## src/rtl/swas_pkg.sv

```systemverilog
`timescale 1ns / 1ps
`default_nettype none

package swas_pkg;

  // Input operation codes (s_tuser)
  localparam logic [1:0] OP_CLEAR   = 2'd0;
  localparam logic [1:0] OP_PATTERN = 2'd1;
  localparam logic [1:0] OP_TEXT    = 2'd2;

  // Field widths
  localparam int CHAR_W   = 7;
  localparam int OP_W     = 2;
  localparam int S_DATA_W = 8;
  localparam int LEN_W    = 11;
  localparam int M_DATA_W = 16;

  // Command kinds after classification
  typedef enum logic [1:0] {
    CMD_NOP = 2'd0,
    CMD_CLR = 2'd1,
    CMD_PAT = 2'd2,
    CMD_TXT = 2'd3
  } kind_t;

  // Queue entry between front and back
  typedef struct packed {
    kind_t             kind;
    logic [CHAR_W-1:0] chr;
  } cmd_t;

endpackage

`default_nettype wire

```

## src/rtl/swas_front.sv

```systemverilog
`timescale 1ns / 1ps
`default_nettype none

module swas_front #(
  parameter int ALPHABET = 128
) (
  input  wire                               clk,
  input  wire                               rst,
  input  wire                               s_tvalid,
  output logic                              s_tready,
  input  wire  [swas_pkg::S_DATA_W-1:0]     s_tdata,
  input  wire  [swas_pkg::OP_W-1:0]         s_tuser,
  output logic                              q_valid,
  input  wire                               q_ready,
  output swas_pkg::cmd_t                    q_cmd
);

  localparam logic [8:0] ALPHA_LIM = 9'(ALPHABET);

  swas_pkg::cmd_t  cls_cmd;
  logic            in_range;
  swas_pkg::cmd_t  q_mem [2];
  logic            wr_ptr;
  logic            rd_ptr;
  logic [1:0]      count;
  logic            push;
  logic            pop;

  // Classify the incoming transfer; out-of-alphabet characters become status-only
  assign in_range = ({2'b00, s_tdata[swas_pkg::CHAR_W-1:0]} < ALPHA_LIM);

  always_comb begin
    cls_cmd.chr = s_tdata[swas_pkg::CHAR_W-1:0];
    unique case (s_tuser)
      swas_pkg::OP_CLEAR:   cls_cmd.kind = swas_pkg::CMD_CLR;
      swas_pkg::OP_PATTERN: cls_cmd.kind = in_range ? swas_pkg::CMD_PAT : swas_pkg::CMD_NOP;
      swas_pkg::OP_TEXT:    cls_cmd.kind = in_range ? swas_pkg::CMD_TXT : swas_pkg::CMD_NOP;
      default:              cls_cmd.kind = swas_pkg::CMD_NOP;
    endcase
  end

  // Two-entry command queue
  assign s_tready = (count != 2'd2);
  assign q_valid  = (count != 2'd0);
  assign q_cmd    = q_mem[rd_ptr];
  assign push     = s_tvalid && s_tready;
  assign pop      = q_valid && q_ready;

  always_ff @(posedge clk) begin
    if (push) begin
      q_mem[wr_ptr] <= cls_cmd;
    end
  end

  always_ff @(posedge clk) begin
    if (rst) begin
      wr_ptr <= 1'b0;
      rd_ptr <= 1'b0;
      count  <= 2'd0;
    end else begin
      if (push) begin
        wr_ptr <= ~wr_ptr;
      end
      if (pop) begin
        rd_ptr <= ~rd_ptr;
      end
      if (push && !pop) begin
        count <= count + 2'd1;
      end else if (pop && !push) begin
        count <= count - 2'd1;
      end
    end
  end

endmodule

`default_nettype wire

```

## config.mk

```make
export PLATFORM = sky130hd
export DESIGN_NAME = swas_front
export DESIGN_NICKNAME = d
export VERILOG_FILES = /design/src/rtl/swas_pkg.sv /design/src/rtl/swas_front.sv
export SDC_FILE = /design/constraint.sdc
export NUM_CORES = 1
export LEC_CHECK = 0
export BUFFER_PORTS_ARGS = -buffer_cell sky130_fd_sc_hd__buf_2
export CAP_MARGIN = 20
export CORE_MARGIN = 2
export CORE_UTILIZATION = 40
export DETAILED_ROUTE_END_ITERATION = 10
export GPL_ROUTABILITY_DRIVEN = 0
export PLACE_DENSITY = 0.62
export SYNTH_ARGS = -nofsm -noshare
export SYNTH_HDL_FRONTEND = slang
export SYNTH_SLANG_ARGS = --single-unit
```

## constraint.sdc

```tcl
create_clock -name clk -period 4.2 [get_ports clk]
set_input_delay 0.63 -clock clk [delete_from_list [all_inputs] [get_ports clk]]
set_output_delay 0.63 -clock clk [all_outputs]
set_load 0.01 [all_outputs]
```

==> impl_metrics.toml, run 1 <==
[logic_synthesis]
synth.ff_latch_count = 23
post_synth_main_area_contributors = "sky130_fd_sc_hd__edfxtp_1, sky130_fd_sc_hd__mux2_2, sky130_fd_sc_hd__dfxtp_1, sky130_fd_sc_hd__ha_1, sky130_fd_sc_hd__xor2_1"
syn_area_um2 = 930
synth.net_count = 77
synth.largest_area_cell = "sky130_fd_sc_hd__edfxtp_1"
yosys_warnings = 0
syn_inst = 59
seq_area_frac_synth_pct = 68.9
synth_top_cell_area_share_pct = 58.1
avgSynthCellArea_um2 = 15.8
synth_cell_type_count = 17

[cts]
clk_tree_root_cell = "sky130_fd_sc_hd__clkbuf_4"
clock_latency_at_the_later_pin_of_the_worst_skew_pair_ns = 0.30
total_clock_buffers_created_by_cts = 3
hold_buffers = 0
ctsLongestPathBuffers = 2
post_cts_resized = 0
tritoncts = "done"
htree_num_levels = 1
clk_pin_slew_worst_paths_ns = 0.11
clock_sinks = 23
post_cts_buffers = 0

[setup_path]
timing.critical_path.to_type = "output port"
startpoint_type = "flip-flop"
path_class = "reg2out"
critical_path.reg2reg.startpoint = "count[1]$_SDFFE_PP0P_"
data_arrival_time_of_the_critical_path_ns = 1.41
worstPathRequired_ns = 3.57
rr_endpoint = "count[1]$_SDFFE_PP0P_"
rr_worst_depth = 4
path_max_fanout = 9
reg2reg_setup_slack_ns = 2.59

[finish]
fin_nets = 104
final_common_cell = "sky130_fd_sc_hd__buf_2"
n_antenna_cell = 0
final.fill_count = 219
area.growth.synth_to_final_pct = 18.4
share_of_cells_above_drive_strength_1_pct = 44.7
mostFrequentLayoutCells = "sky130_fd_sc_hd__buf_2, sky130_fd_sc_hd__edfxtp_1, sky130_fd_sc_hd__mux2_2, sky130_fd_sc_hd__nor2_1, sky130_fd_sc_hd__dfxtp_1"

[hold_path]
hold_class = "in2reg"
holdPathStages = 1
whs_endpoint = "q_mem[1][2]$_DFFE_PP_"
hp-start = "s_tdata[2]"

[place]
dpl.hpwl_um = 995
placement.io_buffers = 23

[drt]
postRouteWirelength_um = 1400
wire_per_inst_um = 12.4
drt_pass1_iterations = 2
drtAntennaViolNets = 0
drc = 0
detail_route.vias_per_cell = 4.72
drtIter0Drc = 7
dr_total_vias = 533

[floorplan]
dieArea_um2 = 2730
floorplan.initialDensity_pct = 42.0
core_area_um2 = 2210
die-width_um = 52.2
floorplan.io_pins = 25
rows = 17
die_height_um = 52.2

[timing]
tns_ns = 0
timing.slew.headroom_pct = 68.9
number_of_endpoints_failing_setup_at_the_final_stage = 0
clock.fmax_mhz = 491
period_minus_slack_ns = 2.04
hold_ws_ns = 0.510
finalHoldViolations = 0
grt_setup_unrepaired = "no"
finClkSkew_ns = 0.00186
finalCritPeriodShare_pct = 48.5
worst_slew_pin_slew_ns = 0.466
finalMaxSlewViolations = 0

[power_and_ir_drop]
static-leakage-power_nw = 0.451
ir_drop_mv = 0.305
p_total_uw = 594
cellPowerDensity_nw_per_um2 = 540

[global_routing]
groute.usage.overall_pct = 11.7
grt_max_degree = 13
antenna_found_initial = 0
grt_overflow = 0
grt_pass1_wl_um = 2260
grt_pass1_vias = 551

[run_status]
outcome = "completed"

[run]
maxCapViolCount = 0
-- power by group --
part	switching, mW	leakage (nW)	internal, mW
sequential	0.0297	0.210	0.289
clock	0.0597	0.0150	0.0370
combinational	0.0849	0.226	0.0937
total	0.174	0.451	0.420
-- flip-flops by register name (all words and copies together) (netlist names), named ones only --
signal / cells
count: 2
rd_ptr: 1
q_mem: 18
wr_ptr: 1
-- cell usage after synthesis --
library cell               count
sky130_fd_sc_hd__edfxtp_1     18
sky130_fd_sc_hd__and3_1        1
sky130_fd_sc_hd__or2_2         1
sky130_fd_sc_hd__xor2_1        3
sky130_fd_sc_hd__dfxtp_1       5
sky130_fd_sc_hd__o21ai_0       2
sky130_fd_sc_hd__nor2_1        5
sky130_fd_sc_hd__buf_2         1
sky130_fd_sc_hd__ha_1          4
sky130_fd_sc_hd__a21oi_1       2
sky130_fd_sc_hd__inv_1         3
sky130_fd_sc_hd__a21bo_2       1
sky130_fd_sc_hd__nand2b_4      1
sky130_fd_sc_hd__nand3b_1      1
sky130_fd_sc_hd__and2_1        1
sky130_fd_sc_hd__mux2_2        9
sky130_fd_sc_hd__or3_1         1
-- kinds of logic after synthesis --
group | after synthesis | share of synthesized area [%]
xor+xnor | 3 | 2.83
flops | 23 | 68.9
mux | 9 | 10.9
simple gates | 11 | 7.00
compound gates | 5 | 3.23
buf+inv | 4 | 1.75
fa+ha+maj | 4 | 5.38
-- metrics by stage --
step | cells | setup slack, ns | util [%] | cell area, µm²
final | 113 | 2.16 | 49.8 | 1100
after global routing | 113 | 2.06 | 49.8 | 1100
after CTS | 113 | 2.11 | 49.8 | 1100
after detailed placement | 109 | 2.39 | 48.6 | 1070
after global placement | 109 | 2.43 | 48.6 | 1070
after floorplan | 59 | 2.59 | - | 930
-- metal layers --
layer	track usage (%)	vias up	part of all wire, %	routed length [µm]
met2	20.9	15	51	707
met3	2.29	4	6.4	90
met4	7.69	0	1.8	25
met5	0	-	0	0
li1	-	263	-	-
met1	12.3	251	41	574
-- worst max path at each step --
stage	slack, ns	start	to
3_5_place_dp	2.39	s_tvalid	count[1]$_SDFFE_PP0P_
4_1_cts	2.11	flip-flop	q_cmd[8]
2_1_floorplan	2.59	s_tvalid	count[1]$_SDFFE_PP0P_
3_3_place_gp	2.43	s_tvalid	count[1]$_SDFFE_PP0P_
5_1_grt	2.06	flip-flop	q_cmd[2]
6_report	2.16	flip-flop	q_cmd[8]
-- area by class of cell --
| class | count | area [µm²] | share of cell area [%] |
|---|---|---|---|
| flip-flops and latches | 23 | 641 | 58.2 |
| multi-input cells | 32 | 273 | 24.8 |
| repair buffers | 23 | 115 | 10.5 |
| well taps | 28 | 35.0 | 3.18 |
| clock buffers | 4 | 26.3 | 2.39 |
| inverters | 3 | 11.3 | 1.02 |
-- worst max-delay path: stages, from the launching register on --
cell,delay (ns)
sky130_fd_sc_hd__dfxtp_1,0.58
sky130_fd_sc_hd__mux2_2,0.39
sky130_fd_sc_hd__buf_2,0.14
No activity file was read; power rests on OpenSTA's default activity.
==> inputs of run 2 (changes only) <==
ABC_AREA = 1   (was not set)
PLACE_DENSITY = 0.61   (was 0.62)
clock period = 2.05 ns   (was 4.2 ns; I/O delays follow)
==> run 2 against run 1 <==
Final area rose by 3.2%; combinational power increased by 110%; core utilization increased by 1.1 points; global-route usage is 0.70 points lower; cell count is 13% higher; register-to-register slack lost 1.9 ns; sequential power increased by 100%; via count grew 11%; largest power group unchanged; highest routed layer unchanged.
==> impl_metrics.toml, run 2 <==
[floorplan]
die-width_um = 52.9
rows = 17
die_height_um = 52.9
core_area_um2 = 2230
floorplan.initialDensity_pct = 42.8
dieArea_um2 = 2800
floorplan.io_pins = 25

[cts]
ctsLongestPathBuffers = 2
clock_sinks = 23
tritoncts = "done"
total_clock_buffers_created_by_cts = 3
post_cts_buffers = 0
clk_pin_slew_worst_paths_ns = 0.12
htree_num_levels = 1
hold_buffers = 0
clock_latency_at_the_later_pin_of_the_worst_skew_pair_ns = 0.30
post_cts_resized = 0
clk_tree_root_cell = "sky130_fd_sc_hd__clkbuf_4"

[finish]
n_antenna_cell = 0
fin_nets = 119
share_of_cells_above_drive_strength_1_pct = 41.0
registers_with_the_most_flip_flops = "q_mem (18), count (2)"
mostFrequentLayoutCells = "sky130_fd_sc_hd__buf_2, sky130_fd_sc_hd__edfxtp_1, sky130_fd_sc_hd__mux2_2, sky130_fd_sc_hd__nor2_1, sky130_fd_sc_hd__inv_1"
largest_register_ffs = 18
final.fill_count = 227
finalInstanceArea_um2 = 1140
final_common_cell = "sky130_fd_sc_hd__buf_2"
regMostFlops = "q_mem"
area.growth.synth_to_final_pct = 18.8

[setup_path]
path_max_fanout = 9
startpoint_type = "flip-flop"
path_class = "reg2out"
worstPathRequired_ns = 1.74
rr_worst_depth = 5
data_arrival_time_of_the_critical_path_ns = 1.44
reg2reg_setup_slack_ns = 0.66
timing.critical_path.to_type = "output port"
critical_path.reg2reg.startpoint = "count[0]$_SDFFE_PP0P_"
rr_endpoint = "q_mem[1][4]$_DFFE_PP_"
cp_endpoint = "q_cmd[7]"

[drt]
dr_total_vias = 589
drtIter0Drc = 13
wire_per_inst_um = 10.6
detail_route.vias_per_cell = 4.60
drt_pass1_iterations = 4
postRouteWirelength_um = 1350
drc = 0
drtAntennaViolNets = 0

[logic_synthesis]
synth_top_cells_by_count = "sky130_fd_sc_hd__edfxtp_1, sky130_fd_sc_hd__mux2_2, sky130_fd_sc_hd__nor2_1"
postSynth.asyncResetShare_pct = 0
synth.ff_latch_count = 23
synth.net_count = 90
syn_area_um2 = 956
synth_top_flop_cell = "sky130_fd_sc_hd__edfxtp_1"
post_synth_main_area_contributors = "sky130_fd_sc_hd__edfxtp_1, sky130_fd_sc_hd__mux2_2, sky130_fd_sc_hd__dfxtp_1, sky130_fd_sc_hd__ha_1, sky130_fd_sc_hd__nor2_1"
number_of_enable_flip_flop_cells_after_synthesis = 18
avgSynthCellArea_um2 = 13.3
synth.largest_area_cell = "sky130_fd_sc_hd__edfxtp_1"
seq_area_frac_synth_pct = 67.0
synth_top_cell_area_share_pct = 56.5
cell_with_the_most_instances_after_synthesis = "sky130_fd_sc_hd__edfxtp_1"
yosys_warnings = 0
syn_inst = 72
synth_cell_type_count = 17

[timing]
finalCritPeriodShare_pct = 85.5
clock.fmax_mhz = 571
timing.slew.headroom_pct = 70.0
finClkSkew_ns = 0.00969
tns_ns = 0
grt_setup_unrepaired = "no"
hold_ws_ns = 0.186
number_of_endpoints_failing_setup_at_the_final_stage = 0
finalMaxSlewViolations = 0
period_minus_slack_ns = 1.75
worst_slew_pin_slew_ns = 0.449
setup_slack_ns = 0.298
finalHoldViolations = 0

[run_status]
outcome = "completed"

[global_routing]
grt_max_degree = 13
global_route.usage.met2_pct = 20.6
grt_pass1_vias = 546
groute.usage.overall_pct = 11.0
antenna_found_initial = 0
grt_most_used_layer = "met2"
groute.layer.met3.usage_pct = 1.69
grt_pass1_wl_um = 2190
grt.met1_usage_pct = 11.9
grt_overflow = 0

[power_and_ir_drop]
cellPowerDensity_nw_per_um2 = 1080
ir_drop_mv = 0.760
p_total_mw = 1.23
static-leakage-power_nw = 0.486

[place]
dpl.hpwl_um = 1040
placedInstanceArea_um2 = 1110
pre_cts_worst_setup_slack_ns = 0.625
placement.io_buffers = 23

[hold_path]
hold_class = "in2reg"

[run]
maxCapViolCount = 0
[run 2: cell types whose count changed in the layout (fill, tap and decap cells not counted), moves of 2 or more]
cell | before | now
sky130_fd_sc_hd__nand3_1 | 0 | 2
sky130_fd_sc_hd__inv_1 | 3 | 8
sky130_fd_sc_hd__buf_4 | 0 | 2
sky130_fd_sc_hd__nand2_1 | 0 | 7
sky130_fd_sc_hd__xor2_1 | 3 | 0
sky130_fd_sc_hd__nor2_1 | 5 | 9
[run 2: area by class of cell]
cell class	count	area [µm²]	share of cell area [%]
Sequential cell	23	641	56.4
Tap cell	28	35.0	3.08
Clock buffer	4	26.3	2.31
Inverter	10	38.8	3.41
Timing Repair Buffer	25	130	11.5
Multi-Input combinational cell	38	265	23.3
[run 2: report_power, final]
group | leakage [nW] | internal [mW] | total [mW] | switching (mW)
logic | 0.262 | 0.175 | 0.383 | 0.208
clock network | 0.0150 | 0.0757 | 0.199 | 0.123
registers | 0.210 | 0.596 | 0.649 | 0.0523
[run 2: cell families (layout without fill, tap and decap cells)]
group	count (synthesis)	after routing	synth area share, %
AND/OR/NAND/NOR	21	21	9.82
multiplexers	9	9	10.6
flip-flops	23	23	67.0
AO/OA/AOI/OAI	4	4	2.09
buffers and inverters	11	39	5.23
adder cells (fa/ha/maj)	4	4	5.24
[run 2: routing by layer]
layer	part of all wire, %	up-vias
met4	1.2	0
met2	50	15
met1	44	273
met5	0	-
li1	-	299
met3	4.5	2
[run 2: how the worst min path moves through the flow]
stage / startpoint / to / slack [ns] / cells past startpoint
after floorplan: s_tdata[0] / q_mem[0][0]$_DFFE_PP_ / 0.41 / 0
after global placement: count[0]$_SDFFE_PP0P_ / count[0]$_SDFFE_PP0P_ / 0.48 / 1
after detailed placement: count[0]$_SDFFE_PP0P_ / count[0]$_SDFFE_PP0P_ / 0.48 / 1
after CTS: s_tdata[5] / q_mem[0][5]$_DFFE_PP_ / 0.17 / 1
after global routing: s_tdata[2] / q_mem[0][2]$_DFFE_PP_ / 0.17 / 1
final: s_tdata[2] / q_mem[0][2]$_DFFE_PP_ / 0.19 / 1
[run 2: worst max-delay path: stages (launching register included)]
cell and delay, ns:
sky130_fd_sc_hd__dfxtp_1 0.62, sky130_fd_sc_hd__mux2_2 0.39, sky130_fd_sc_hd__buf_2 0.14
[run 2: per-stage QoR]
stage	cells	utilization, %
2_1_floorplan	72	-
3_3_place_gp	124	49.7
3_5_place_dp	124	49.7
4_1_cts	128	50.9
5_1_grt	128	50.9
6_report	128	50.9
